[config.mk]
export PLATFORM = sky130hd
export DESIGN_NAME = bandlimited_square_oscillator_flat
export DESIGN_NICKNAME = d
export VERILOG_FILES = /design/src/bso_pkg.sv /design/src/bso_if.sv /design/src/bandlimited_square_oscillator.sv /design/src/flat_wrapper.sv
export SDC_FILE = /design/constraint.sdc
export NUM_CORES = 2
export LEC_CHECK = 0
export BUFFER_PORTS_ARGS = -buffer_cell sky130_fd_sc_hd__clkbuf_2
export CAP_MARGIN = 20
export CORE_MARGIN = 1
export CORE_UTILIZATION = 65
export CTS_CLUSTER_DIAMETER = 60
export DETAILED_ROUTE_END_ITERATION = 7
export PLACE_DENSITY = 0.82
export REMOVE_ABC_BUFFERS = 1
export SYNTH_ARGS = -nofsm -noshare
export SYNTH_HDL_FRONTEND = slang
export SYNTH_SLANG_ARGS = --single-unit
[constraint.sdc]
create_clock -name clk -period 11.9 [get_ports clk]
set_input_delay 1.785 -clock clk [delete_from_list [all_inputs] [get_ports clk]]
set_output_delay 1.785 -clock clk [all_outputs]
set_load 0.005 [all_outputs]
[src/bso_pkg.sv]
// shared constants, types and sine table for the band-limited square oscillator
package bso_pkg;

    localparam int SAMPLE_RATE     = 44100;
    localparam int MAX_HARMONIC    = 15;
    localparam int SINE_TABLE_BITS = 10;

    localparam int FREQ_W   = 15;
    localparam int SAMPLE_W = 16;
    localparam int USED_W   = 4;
    localparam int MAG_W    = 15;

    localparam int PHASE_W = $clog2(SAMPLE_RATE);
    localparam int ACC_W   = ((PHASE_W > FREQ_W) ? PHASE_W : FREQ_W) + 1;
    localparam int NUM_ODD = (MAX_HARMONIC + 1) / 2;
    localparam int H_W     = $clog2(NUM_ODD + 1);
    localparam int HI_W    = (NUM_ODD > 1) ? $clog2(NUM_ODD) : 1;
    localparam int K_W     = $clog2(2 * NUM_ODD + 2);
    localparam int SUM_W   = 32 + H_W;

    localparam int TABLE_SIZE = 1 << SINE_TABLE_BITS;
    localparam int QUARTER    = TABLE_SIZE >> 2;
    localparam int Q_W        = SINE_TABLE_BITS - 2;
    localparam int RECIP_W    = SINE_TABLE_BITS + 1;

    localparam logic [63:0] RECIP_FULL =
        (64'd1 << (PHASE_W + SINE_TABLE_BITS)) / SAMPLE_RATE;

    localparam logic [63:0] ONE_Q30    = 64'd1 << 30;
    localparam logic [63:0] TWO_PI_Q30 = 64'd6746518852;

    typedef logic [FREQ_W-1:0]          freq_t;
    typedef logic signed [SAMPLE_W-1:0] sample_t;
    typedef logic [USED_W-1:0]          used_t;
    typedef logic [MAG_W-1:0]           mag_t;
    typedef logic [QUARTER-1:0][MAG_W-1:0] qtab_t;

    // quarter-wave sine as q0.15 magnitude, odd series in q2.30
    function automatic mag_t quarter_sine(input logic [63:0] j);
        logic [63:0] x;
        logic [63:0] x2;
        logic [63:0] r;
        logic [63:0] s;
        x  = (j * TWO_PI_Q30 + 64'(TABLE_SIZE >> 1)) >> SINE_TABLE_BITS;
        x2 = (x * x) >> 30;
        r  = ONE_Q30;
        r  = ONE_Q30 - ((x2 * r) >> 30) / 64'd156;
        r  = ONE_Q30 - ((x2 * r) >> 30) / 64'd110;
        r  = ONE_Q30 - ((x2 * r) >> 30) / 64'd72;
        r  = ONE_Q30 - ((x2 * r) >> 30) / 64'd42;
        r  = ONE_Q30 - ((x2 * r) >> 30) / 64'd20;
        r  = ONE_Q30 - ((x2 * r) >> 30) / 64'd6;
        s  = (x * r) >> 30;
        s  = (s + 64'd16384) >> 15;
        if (s > 64'd32767)
        begin
            s = 64'd32767;
        end
        return s[MAG_W-1:0];
    endfunction

    function automatic qtab_t build_qtab();
        qtab_t t;
        for (int i = 0; i < QUARTER; i++)
        begin
            t[i] = quarter_sine(64'(i));
        end
        return t;
    endfunction

    localparam qtab_t QTAB = build_qtab();
    localparam mag_t  QTOP = quarter_sine(64'(QUARTER));

endpackage

[src/bso_if.sv]
// handshake channels for the tone requests and the audio samples
interface bso_tone_if;
    import bso_pkg::*;
    logic  valid;
    logic  ready;
    freq_t pitch_hz;
    logic  start_note;
    modport source (output valid, output pitch_hz, output start_note, input ready);
    modport sink   (input valid, input pitch_hz, input start_note, output ready);
endinterface

interface bso_audio_if;
    import bso_pkg::*;
    logic    valid;
    logic    ready;
    sample_t sample;
    used_t   harmonics_used;
    modport source (output valid, output sample, output harmonics_used, input ready);
    modport sink   (input valid, input sample, input harmonics_used, output ready);
endinterface

[src/bandlimited_square_oscillator.sv]
// band-limited square oscillator: sum of odd sine harmonics over a shared sequencer
//
// tone channel: one item per audio sample, with pitch_hz and start_note;
// start_note set makes this sample use phase zero and restarts the tone there.
// audio channel: one item per tone item, the signed q2.14 sample and the count
// of odd harmonics that stayed at or below half the sample rate.
// one item is worked at a time; tone.ready is high only while the block waits.
// after acceptance the phase step is wrapped by a subtraction when it reaches
// the sample rate; then each summed harmonic passes the index multiply, its
// correction, the quarter-wave table read, the 1/k reciprocal multiply and
// the accumulate, before the sample is loaded into the output register.
// the next tone item is taken as soon as the sample sits in the output
// register, even while the receiver stalls; a new sample waits for that
// register to empty. reset clears the phase to zero and drops audio.valid.
module bandlimited_square_oscillator (
    input  logic         clk,
    input  logic         rst_n,
    bso_tone_if.sink     tone,
    bso_audio_if.source  audio
);
    import bso_pkg::*;

    localparam logic [2:0] ST_IDLE   = 3'd0;
    localparam logic [2:0] ST_WRAP   = 3'd1;
    localparam logic [2:0] ST_CHECK  = 3'd2;
    localparam logic [2:0] ST_INDEX  = 3'd3;
    localparam logic [2:0] ST_READ   = 3'd4;
    localparam logic [2:0] ST_DIV    = 3'd5;
    localparam logic [2:0] ST_ACCUM  = 3'd6;
    localparam logic [2:0] ST_FINISH = 3'd7;

    localparam int KF_W = K_W + FREQ_W;
    localparam int IP_W = PHASE_W + RECIP_W;
    localparam int IR_W = PHASE_W + SINE_TABLE_BITS;
    localparam int DP_W = MAG_W + 32;
    localparam int QE_W = MAG_W + 16;
    localparam int KQ_W = QE_W + K_W;
    localparam int V_W  = SUM_W + 1;
    localparam int SH_W = V_W - 17;

    localparam logic [PHASE_W:0]   SR_P   = (PHASE_W + 1)'(SAMPLE_RATE);
    localparam logic [ACC_W-1:0]   SR_A   = ACC_W'(SAMPLE_RATE);
    localparam logic [KF_W-1:0]    HALF_K = KF_W'(SAMPLE_RATE / 2);
    localparam logic [IR_W-1:0]    SR_R   = IR_W'(SAMPLE_RATE);
    localparam logic [RECIP_W-1:0] RECIP  = RECIP_FULL[RECIP_W-1:0];
    localparam logic [H_W-1:0]     H_END  = H_W'(NUM_ODD);

    logic [2:0]          state_reg;
    logic [ACC_W-1:0]    acc_reg;
    freq_t               freq_reg;
    logic [PHASE_W-1:0]  ph2_reg;
    logic [PHASE_W-1:0]  p_reg;
    logic [H_W-1:0]      h_reg;
    logic [SINE_TABLE_BITS-1:0] est_reg;
    logic [SINE_TABLE_BITS-1:0] idx_reg;
    mag_t                mag_reg;
    logic                neg_reg;
    logic [QE_W-1:0]     qest_reg;
    logic signed [SUM_W-1:0] sum_reg;
    logic                out_valid_reg;
    sample_t             sample_reg;
    used_t               used_reg;

    logic [31:0] rk [NUM_ODD];

    for (genvar g = 0; g < NUM_ODD; g++)
    begin : g_rk
        localparam logic [63:0] RK_FULL = 64'hFFFF_FFFF / (2 * g + 1);
        assign rk[g] = RK_FULL[31:0];
    end

    logic [PHASE_W-1:0] phase_sel;
    logic [PHASE_W:0]   ph2_sum;
    logic [PHASE_W-1:0] ph2_next;
    logic [K_W-1:0]     k_val;
    logic [KF_W-1:0]    kf;
    logic [IP_W-1:0]    idx_prod;
    logic [IR_W-1:0]    idx_rem;
    logic [1:0]         quad;
    logic [Q_W-1:0]     qoff;
    logic [Q_W-1:0]     qsel;
    mag_t               sine_mag;
    logic [DP_W-1:0]    div_prod;
    logic [KQ_W-1:0]    kq;
    logic [QE_W-1:0]    div_rem;
    logic [QE_W-1:0]    quot;
    logic signed [SUM_W-1:0] term;
    logic [PHASE_W:0]   p_sum;
    logic [PHASE_W-1:0] p_next;
    logic signed [V_W-1:0]  v_round;
    logic signed [SH_W-1:0] v_shift;
    sample_t            sample_sat;
    logic [H_W+3:0]     h_ext;
    used_t              used_sat;
    logic               out_load;

    always_comb
    begin
        phase_sel = tone.start_note ? '0 : acc_reg[PHASE_W-1:0];
        ph2_sum   = {phase_sel, 1'b0};
        ph2_next  = (ph2_sum >= SR_P) ? PHASE_W'(ph2_sum - SR_P) : ph2_sum[PHASE_W-1:0];

        k_val    = {(K_W - 1)'(h_reg), 1'b1};
        kf       = KF_W'(k_val) * KF_W'(freq_reg);
        idx_prod = IP_W'(p_reg) * IP_W'(RECIP);

        idx_rem  = {p_reg, {SINE_TABLE_BITS{1'b0}}} - IR_W'(est_reg) * SR_R;

        quad = idx_reg[SINE_TABLE_BITS-1:SINE_TABLE_BITS-2];
        qoff = idx_reg[Q_W-1:0];
        qsel = quad[0] ? (Q_W'(0) - qoff) : qoff;
        if (quad[0] && (qoff == '0))
        begin
            sine_mag = QTOP;
        end
        else
        begin
            sine_mag = QTAB[qsel];
        end

        div_prod = DP_W'(mag_reg) * DP_W'(rk[h_reg[HI_W-1:0]]);

        kq      = KQ_W'(qest_reg) * KQ_W'(k_val);
        div_rem = {mag_reg, 16'd0} - kq[QE_W-1:0];
        quot    = qest_reg + QE_W'(div_rem >= QE_W'(k_val));
        term    = neg_reg ? -SUM_W'(quot) : SUM_W'(quot);

        p_sum  = (PHASE_W + 1)'(p_reg) + (PHASE_W + 1)'(ph2_reg);
        p_next = (p_sum >= SR_P) ? PHASE_W'(p_sum - SR_P) : p_sum[PHASE_W-1:0];

        v_round = V_W'(sum_reg) + V_W'(65536);
        v_shift = SH_W'(v_round >>> 17);
        if (v_shift > SH_W'(32767))
        begin
            sample_sat = 16'sd32767;
        end
        else if (v_shift < -SH_W'(32768))
        begin
            sample_sat = -16'sd32768;
        end
        else
        begin
            sample_sat = v_shift[SAMPLE_W-1:0];
        end

        h_ext    = (H_W + 4)'(h_reg);
        used_sat = (h_ext > (H_W + 4)'(15)) ? 4'hF : h_ext[3:0];

        out_load = (state_reg == ST_FINISH) && (!out_valid_reg || audio.ready);
    end

    assign tone.ready           = (state_reg == ST_IDLE);
    assign audio.valid          = out_valid_reg;
    assign audio.sample         = sample_reg;
    assign audio.harmonics_used = used_reg;

    always_ff @(posedge clk or negedge rst_n)
    begin
        if (!rst_n)
        begin
            state_reg     <= ST_IDLE;
            acc_reg       <= '0;
            out_valid_reg <= 1'b0;
        end
        else
        begin
            if (out_load)
            begin
                out_valid_reg <= 1'b1;
            end
            else if (audio.ready)
            begin
                out_valid_reg <= 1'b0;
            end

            case (state_reg)
                ST_IDLE:
                begin
                    if (tone.valid)
                    begin
                        acc_reg   <= ACC_W'(phase_sel) + ACC_W'(tone.pitch_hz);
                        state_reg <= ST_WRAP;
                    end
                end
                ST_WRAP:
                begin
                    if (acc_reg >= SR_A)
                    begin
                        acc_reg <= acc_reg - SR_A;
                    end
                    else
                    begin
                        state_reg <= ST_CHECK;
                    end
                end
                ST_CHECK:
                begin
                    if ((h_reg == H_END) || (kf > HALF_K))
                    begin
                        state_reg <= ST_FINISH;
                    end
                    else
                    begin
                        state_reg <= ST_INDEX;
                    end
                end
                ST_INDEX:
                begin
                    state_reg <= ST_READ;
                end
                ST_READ:
                begin
                    state_reg <= ST_DIV;
                end
                ST_DIV:
                begin
                    state_reg <= ST_ACCUM;
                end
                ST_ACCUM:
                begin
                    state_reg <= ST_CHECK;
                end
                ST_FINISH:
                begin
                    if (out_load)
                    begin
                        state_reg <= ST_IDLE;
                    end
                end
                default:
                begin
                    state_reg <= ST_IDLE;
                end
            endcase
        end
    end

    always_ff @(posedge clk)
    begin
        case (state_reg)
            ST_IDLE:
            begin
                if (tone.valid)
                begin
                    freq_reg <= tone.pitch_hz;
                    p_reg    <= phase_sel;
                    ph2_reg  <= ph2_next;
                    h_reg    <= '0;
                    sum_reg  <= '0;
                end
            end
            ST_CHECK:
            begin
                est_reg <= idx_prod[PHASE_W +: SINE_TABLE_BITS];
            end
            ST_INDEX:
            begin
                idx_reg <= est_reg + SINE_TABLE_BITS'(idx_rem >= SR_R);
            end
            ST_READ:
            begin
                mag_reg <= sine_mag;
                neg_reg <= quad[1];
            end
            ST_DIV:
            begin
                qest_reg <= div_prod[16 +: QE_W];
            end
            ST_ACCUM:
            begin
                sum_reg <= sum_reg + term;
                p_reg   <= p_next;
                h_reg   <= h_reg + H_W'(1);
            end
            ST_FINISH:
            begin
                if (out_load)
                begin
                    sample_reg <= sample_sat;
                    used_reg   <= used_sat;
                end
            end
            default:
            begin
            end
        endcase
    end

endmodule

[src/flat_wrapper.sv]
// flat-port wrapper written by rule: the top's interface ports become plain ports
module bandlimited_square_oscillator_flat import bso_pkg::*;
  (clk, rst_n, tone_valid, tone_pitch_hz, tone_start_note, tone_ready, audio_valid, audio_sample, audio_harmonics_used, audio_ready);
  bso_tone_if tone_i ();
  bso_audio_if audio_i ();
  input  logic clk;
  input  logic rst_n;
  input wire logic [$bits(tone_i.valid)-1:0] tone_valid;
  input wire logic [$bits(tone_i.pitch_hz)-1:0] tone_pitch_hz;
  input wire logic [$bits(tone_i.start_note)-1:0] tone_start_note;
  output wire logic [$bits(tone_i.ready)-1:0] tone_ready;
  output wire logic [$bits(audio_i.valid)-1:0] audio_valid;
  output wire logic [$bits(audio_i.sample)-1:0] audio_sample;
  output wire logic [$bits(audio_i.harmonics_used)-1:0] audio_harmonics_used;
  input wire logic [$bits(audio_i.ready)-1:0] audio_ready;
  assign tone_i.valid = tone_valid;
  assign tone_i.pitch_hz = tone_pitch_hz;
  assign tone_i.start_note = tone_start_note;
  assign tone_ready = tone_i.ready;
  assign audio_valid = audio_i.valid;
  assign audio_sample = audio_i.sample;
  assign audio_harmonics_used = audio_i.harmonics_used;
  assign audio_i.ready = audio_ready;
  bandlimited_square_oscillator u_core (.clk(clk), .rst_n(rst_n), .tone(tone_i), .audio(audio_i));
endmodule
Word level (Yosys, flattened, before mapping):

Memories as Yosys holds them, arrays and structs flattened. A register that Yosys moved wholly into a read port is not among the register bits.
Cells that the tools add are included.

* add/subtract/negate cells: 14
* multipliers: 5
* order comparisons: 9
* equality and inequality tests: 12
* mux-type cells: 24
* bitwise logic cells: 1
* reduce and logical (&&, ||, !) cells: 15

Operator list (count)
* $mux 16: 5
* $mux 36: 2
* $pmux 36 s2: 1
* $mux 32: 2
* $ge 17x16->1 const B: 3
* $mul 15x32->47: 1
* $add 36x18->37 const B: 1
* $add 36x36->36: 1
* $neg 31->36: 1
* $mux 17: 2
* $pmux 17 s2: 1
* $pmux 16 s2: 1
* $sub 16x16->16 const B: 2
* $add 31x1->31: 1
* $ge 31x5->1: 1
* $mul 31x5->31: 1
* $sub 31x31->31: 1
* $ge 26x16->1 const B: 1
* $mul 16x11->26 const B: 1
* $sub 26x26->26: 1
* $mul 10x14->24 const B: 1
* $pmux 3 s8: 1
* $gt 20x15->1 const B: 1
* $gt 20x16->1 const B: 1
* other kinds (29): 46

* register bits after elaboration: 180
* ROM bits: 4096
* bits of input ports: 20
* logic and storage cells: 97
* memories: 2

Memories
* (name not given): depth 256, width 15, read ports 1, clocked after memory_dff 1, write ports 0, line bandlimited_square_oscillator.sv:118 `sine_mag = QTAB[qsel];`
* (name not given): depth 8, width 32, read ports 1, clocked after memory_dff 0, write ports 0, line bandlimited_square_oscillator.sv:121 `div_prod = DP_W'(mag_reg) * DP_W'(rk[h_reg[HI_W-1:0]]);`

Depth between registers and ports, before layout:

* depth after elaboration: 8
* gate-level depth with buffers: 46

Worst setup path before layout:

No wires, ideal clock.

* path type: reg2reg
* start: reg u_core.h_reg[2]
* end: reg u_core.sum_reg[32] (data pin)
* library setup time: 0.266 ns
* arrival time: 10.449 ns
* slack: 1.186 ns
* stages on the path, launching flop included: 45
* clock period less this slack: 10.714 ns
* path through: edfxtp_1 > clkbuf_1 > clkbuf_1 > clkbuf_1 > nand2_1 > fa_1 > fa_1 > inv_1 > fa_1 > inv_1 > ha_1 > a211oi_1 > o21ai_0 > a31oi_1 > o211ai_1 > a311o_1 > a221oi_1 > xor2_1 > (+9 left out) > o221ai_2 > or2_4 > or4b_4 > nor2_1 > a21oi_1 > a22oi_1 > xnor2_1 > ha_1 > o21a_1 > o21ai_0 > a221oi_1 > or2_2 > a31o_2 > o41ai_1 > a31oi_1 > a31oi_1 > xor2_1 > nor2_1

* longest elaborated chain between the ends: 8

Ends and longest elaborated chain
* from (decl): line bandlimited_square_oscillator.sv:53 `logic [H_W-1:0] h_reg;`
* from (signal assigned): line bandlimited_square_oscillator.sv:273 `h_reg <= h_reg + H_W'(1);`
* $mul 31x5->31: line bandlimited_square_oscillator.sv:123 `kq = KQ_W'(qest_reg) * KQ_W'(k_val);`
* $sub 31x31->31: line bandlimited_square_oscillator.sv:124 `div_rem = {mag_reg, 16'd0} - kq[QE_W-1:0];`
* $ge 31x5->1 (*): line bandlimited_square_oscillator.sv:125 `quot = qest_reg + QE_W'(div_rem >= QE_W'(k_val));`
* $add 31x1->31 (*): line bandlimited_square_oscillator.sv:125
* $neg 31->36: line bandlimited_square_oscillator.sv:126 `term = neg_reg ? -SUM_W'(quot) : SUM_W'(quot);`
* $mux 36 (*): line bandlimited_square_oscillator.sv:126
* $add 36x36->36 (*): line bandlimited_square_oscillator.sv:271 `sum_reg <= sum_reg + term;`
* $pmux 36 s2 (*): line bandlimited_square_oscillator.sv:240 `case (state_reg)`
* to (signal assigned): line bandlimited_square_oscillator.sv:271
* to (decl): line bandlimited_square_oscillator.sv:59 `logic signed [SUM_W-1:0] sum_reg;`

Every way passes the cells marked *; elsewhere a longest branch is shown, timed or not.
A chain may end at the register's enable or synchronous reset.

Final worst setup path:

* start: reg u_core.h_reg[2]
* end: reg u_core.sum_reg[34] (data pin)

Same word-level chain as after synthesis.

==> run metrics <==
routed len/inst 21.93 um; most common cell after layout, fill and taps aside inv_1; final WL 124800 um; Die Wd 259.0 um; TNS Setup 0 ns; antenna-violating nets left 0; YS warnings 0; critical path data required time 12.15 ns; grt ovf 0; H-tree Lvls 4; area delta synth->final 4.207%; fraction of layout instances using a drive strength above 1 4.757%; largest net degree at the start of global routing 70; # DRC 0; max reg flops 36; Pre-antenna DRT Iters 6; Hold Startpoint u_core.idx_reg[9]; Clock Latency Late Sink 0.53 ns; Clk pin slew, worst setup/hold paths 0.09 ns; final hold violation count 0; # hold bufs at CTS 0; GP Congestion 1.007; CTS buffer count 17; Die Area 0.06709 mm^2; Core Area 0.06481 mm^2; register area share after synthesis 13.32%; Max clock buf depth 2; min cycle time layout 10.95 ns; vias in the first global route 36540; Hold Path Depth 0; num rows 93; status completed; Min-Delay Path Class reg2reg; Worst Path Max Fanout 20; Vias/cell 6.454; Initial Utilization 66.25%; Sink Count 194; Worst Clk Skew 0.01825 ns; slowest cell on the critical path fa_1; FF-to-FF End u_core.sum_reg[34]; CP Class reg2reg; Max-slew headroom 27.24%; fin nets 5898; Post-synth top flop edfxtp_1; RR Startpoint u_core.h_reg[2]; Least-Margin Pin Slew 1.076 ns; first-pass GRT wire length 198900 um; period utilization 92.00%; start point of the critical path u_core.h_reg[2]; FF-to-FF path depth 41; max_cap viols 0; die height 259.0 um; IO buf count 41; clk root buf clkbuf_16; post-detail-place hpwl 98010 um; EDFF count, synth 173; via count 36720; total track usage 38.02%; post-synthesis cell count 4899; Crit. End Element flop; Worst EP arrival 11.20 ns; FF+latch count, synth 194; Max Clk Rate 91.34 MHz; RSZ-0062 raised after global routing false; mean post-synth cell area 8.765 um^2; Cell Area, Synth 0.04294 mm^2; Slowest Stage Delay on Critical Path 0.55 ns; commonest non-fill, non-tap cells in the layout inv_1, fa_1, nand2_1; asr flop ratio synth 10.82%; final setup fails 0; Hold EP u_core.neg_reg; CTS tree done; n_diodes 0; FF-to-FF setup slack 0.95 ns; initial antenna violation count 2; io pins 42; startpoint types flop; Synth cell types 95; Slew Limit Fails 0; first-iteration detailed-routing DRC count 4138
[how the worst max path moves through the flow]
stage,end,slack (ns),cells past startpoint
4_1_cts,u_core.sum_reg[34],0.15,41
5_1_grt,u_core.sum_reg[34],0.06,41
3_5_place_dp,u_core.sum_reg[32],0.15,41
2_1_floorplan,u_core.sum_reg[32],0.92,40
3_3_place_gp,u_core.sum_reg[32],0.41,40
6_report,u_core.sum_reg[34],0.95,41
[kinds of logic (layout without fill, tap and decap cells)]
logic type,Yosys count,count (layout),synth area share [%]
AOI/OAI and AO/OA,1047,1047,15.61
muxes,24,24,0.6701
and+or+nand+nor,1434,1434,16.10
xor gates and xnor gates,251,251,5.119
buffers and inverters,893,829,7.888
adders and majority gates,1056,1056,41.29
DFF,194,194,13.32
[what timing repair did]
item | in CTS | in global routing
endpoints found under the setup margin | 0 | 9
setup buffers | 0 | 5
resized for setup | 0 | 6
[cells in the mapped netlist (all sizes together) (94+ instances only)]
cell type | instances | share of area [%]
inv | 676 | 5.9
fa | 602 | 28
nand2 | 510 | 4.5
ha | 454 | 13
nor2 | 306 | 2.7
a21oi | 286 | 3.3
o21ai | 256 | 3.0
clkbuf | 178 | 1.6
edfxtp | 173 | 12
and2 | 171 | 2.5
xnor2 | 170 | 3.5
nor3 | 94 | 1.1
[metrics by stage]
stage	hold WS (ns)	instance area [um^2]	util, %	cells	worst slack [ns]
after floorplan	0.4003	42110	-	4686	0.9165
after global placement	0.4451	43990	67.88	5649	0.4144
after detailed placement	0.4525	43990	67.88	5649	0.1484
after CTS	0.4624	44640	68.88	5681	0.1501
after global routing	0.4715	44750	69.04	5690	0.05710
final	0.4492	44750	69.04	5690	0.9519
[layer usage]
layer	global-route usage, %	share of wire (%)	vias up
met4	16.31	4.8	2
met1	50.51	39	17820
met3	8.416	10	422
met2	60.03	46	2042
li1	-	-	16440
met5	0	0.0080	-
[final cells by class]
| cell class | count | area (um^2) |
|---|---|---|
| Timing Repair Buffer | 117 | 780.7 |
| Sequential cell | 194 | 5720 |
| Tap cell | 855 | 1070 |
| Clock buffer | 17 | 425.4 |
| Multi-Input combinational cell | 3812 | 33980 |
| Fill cell | 5077 | 20070 |
| Inverter | 680 | 2552 |
| Clock inverter | 15 | 224.0 |
[critical path: cells and delay by family, from the launching register on]
kind | cells | cell delay (ns)
compound gates | 20 | 4.85
xor+xnor | 3 | 0.45
fa+ha+maj | 7 | 2.90
buf+inv | 3 | 0.38
flops | 1 | 0.46
simple gates | 8 | 1.64
Power is not shown: default switching activity piles up to over one toggle a cycle in this logic, so the estimate is an artifact.
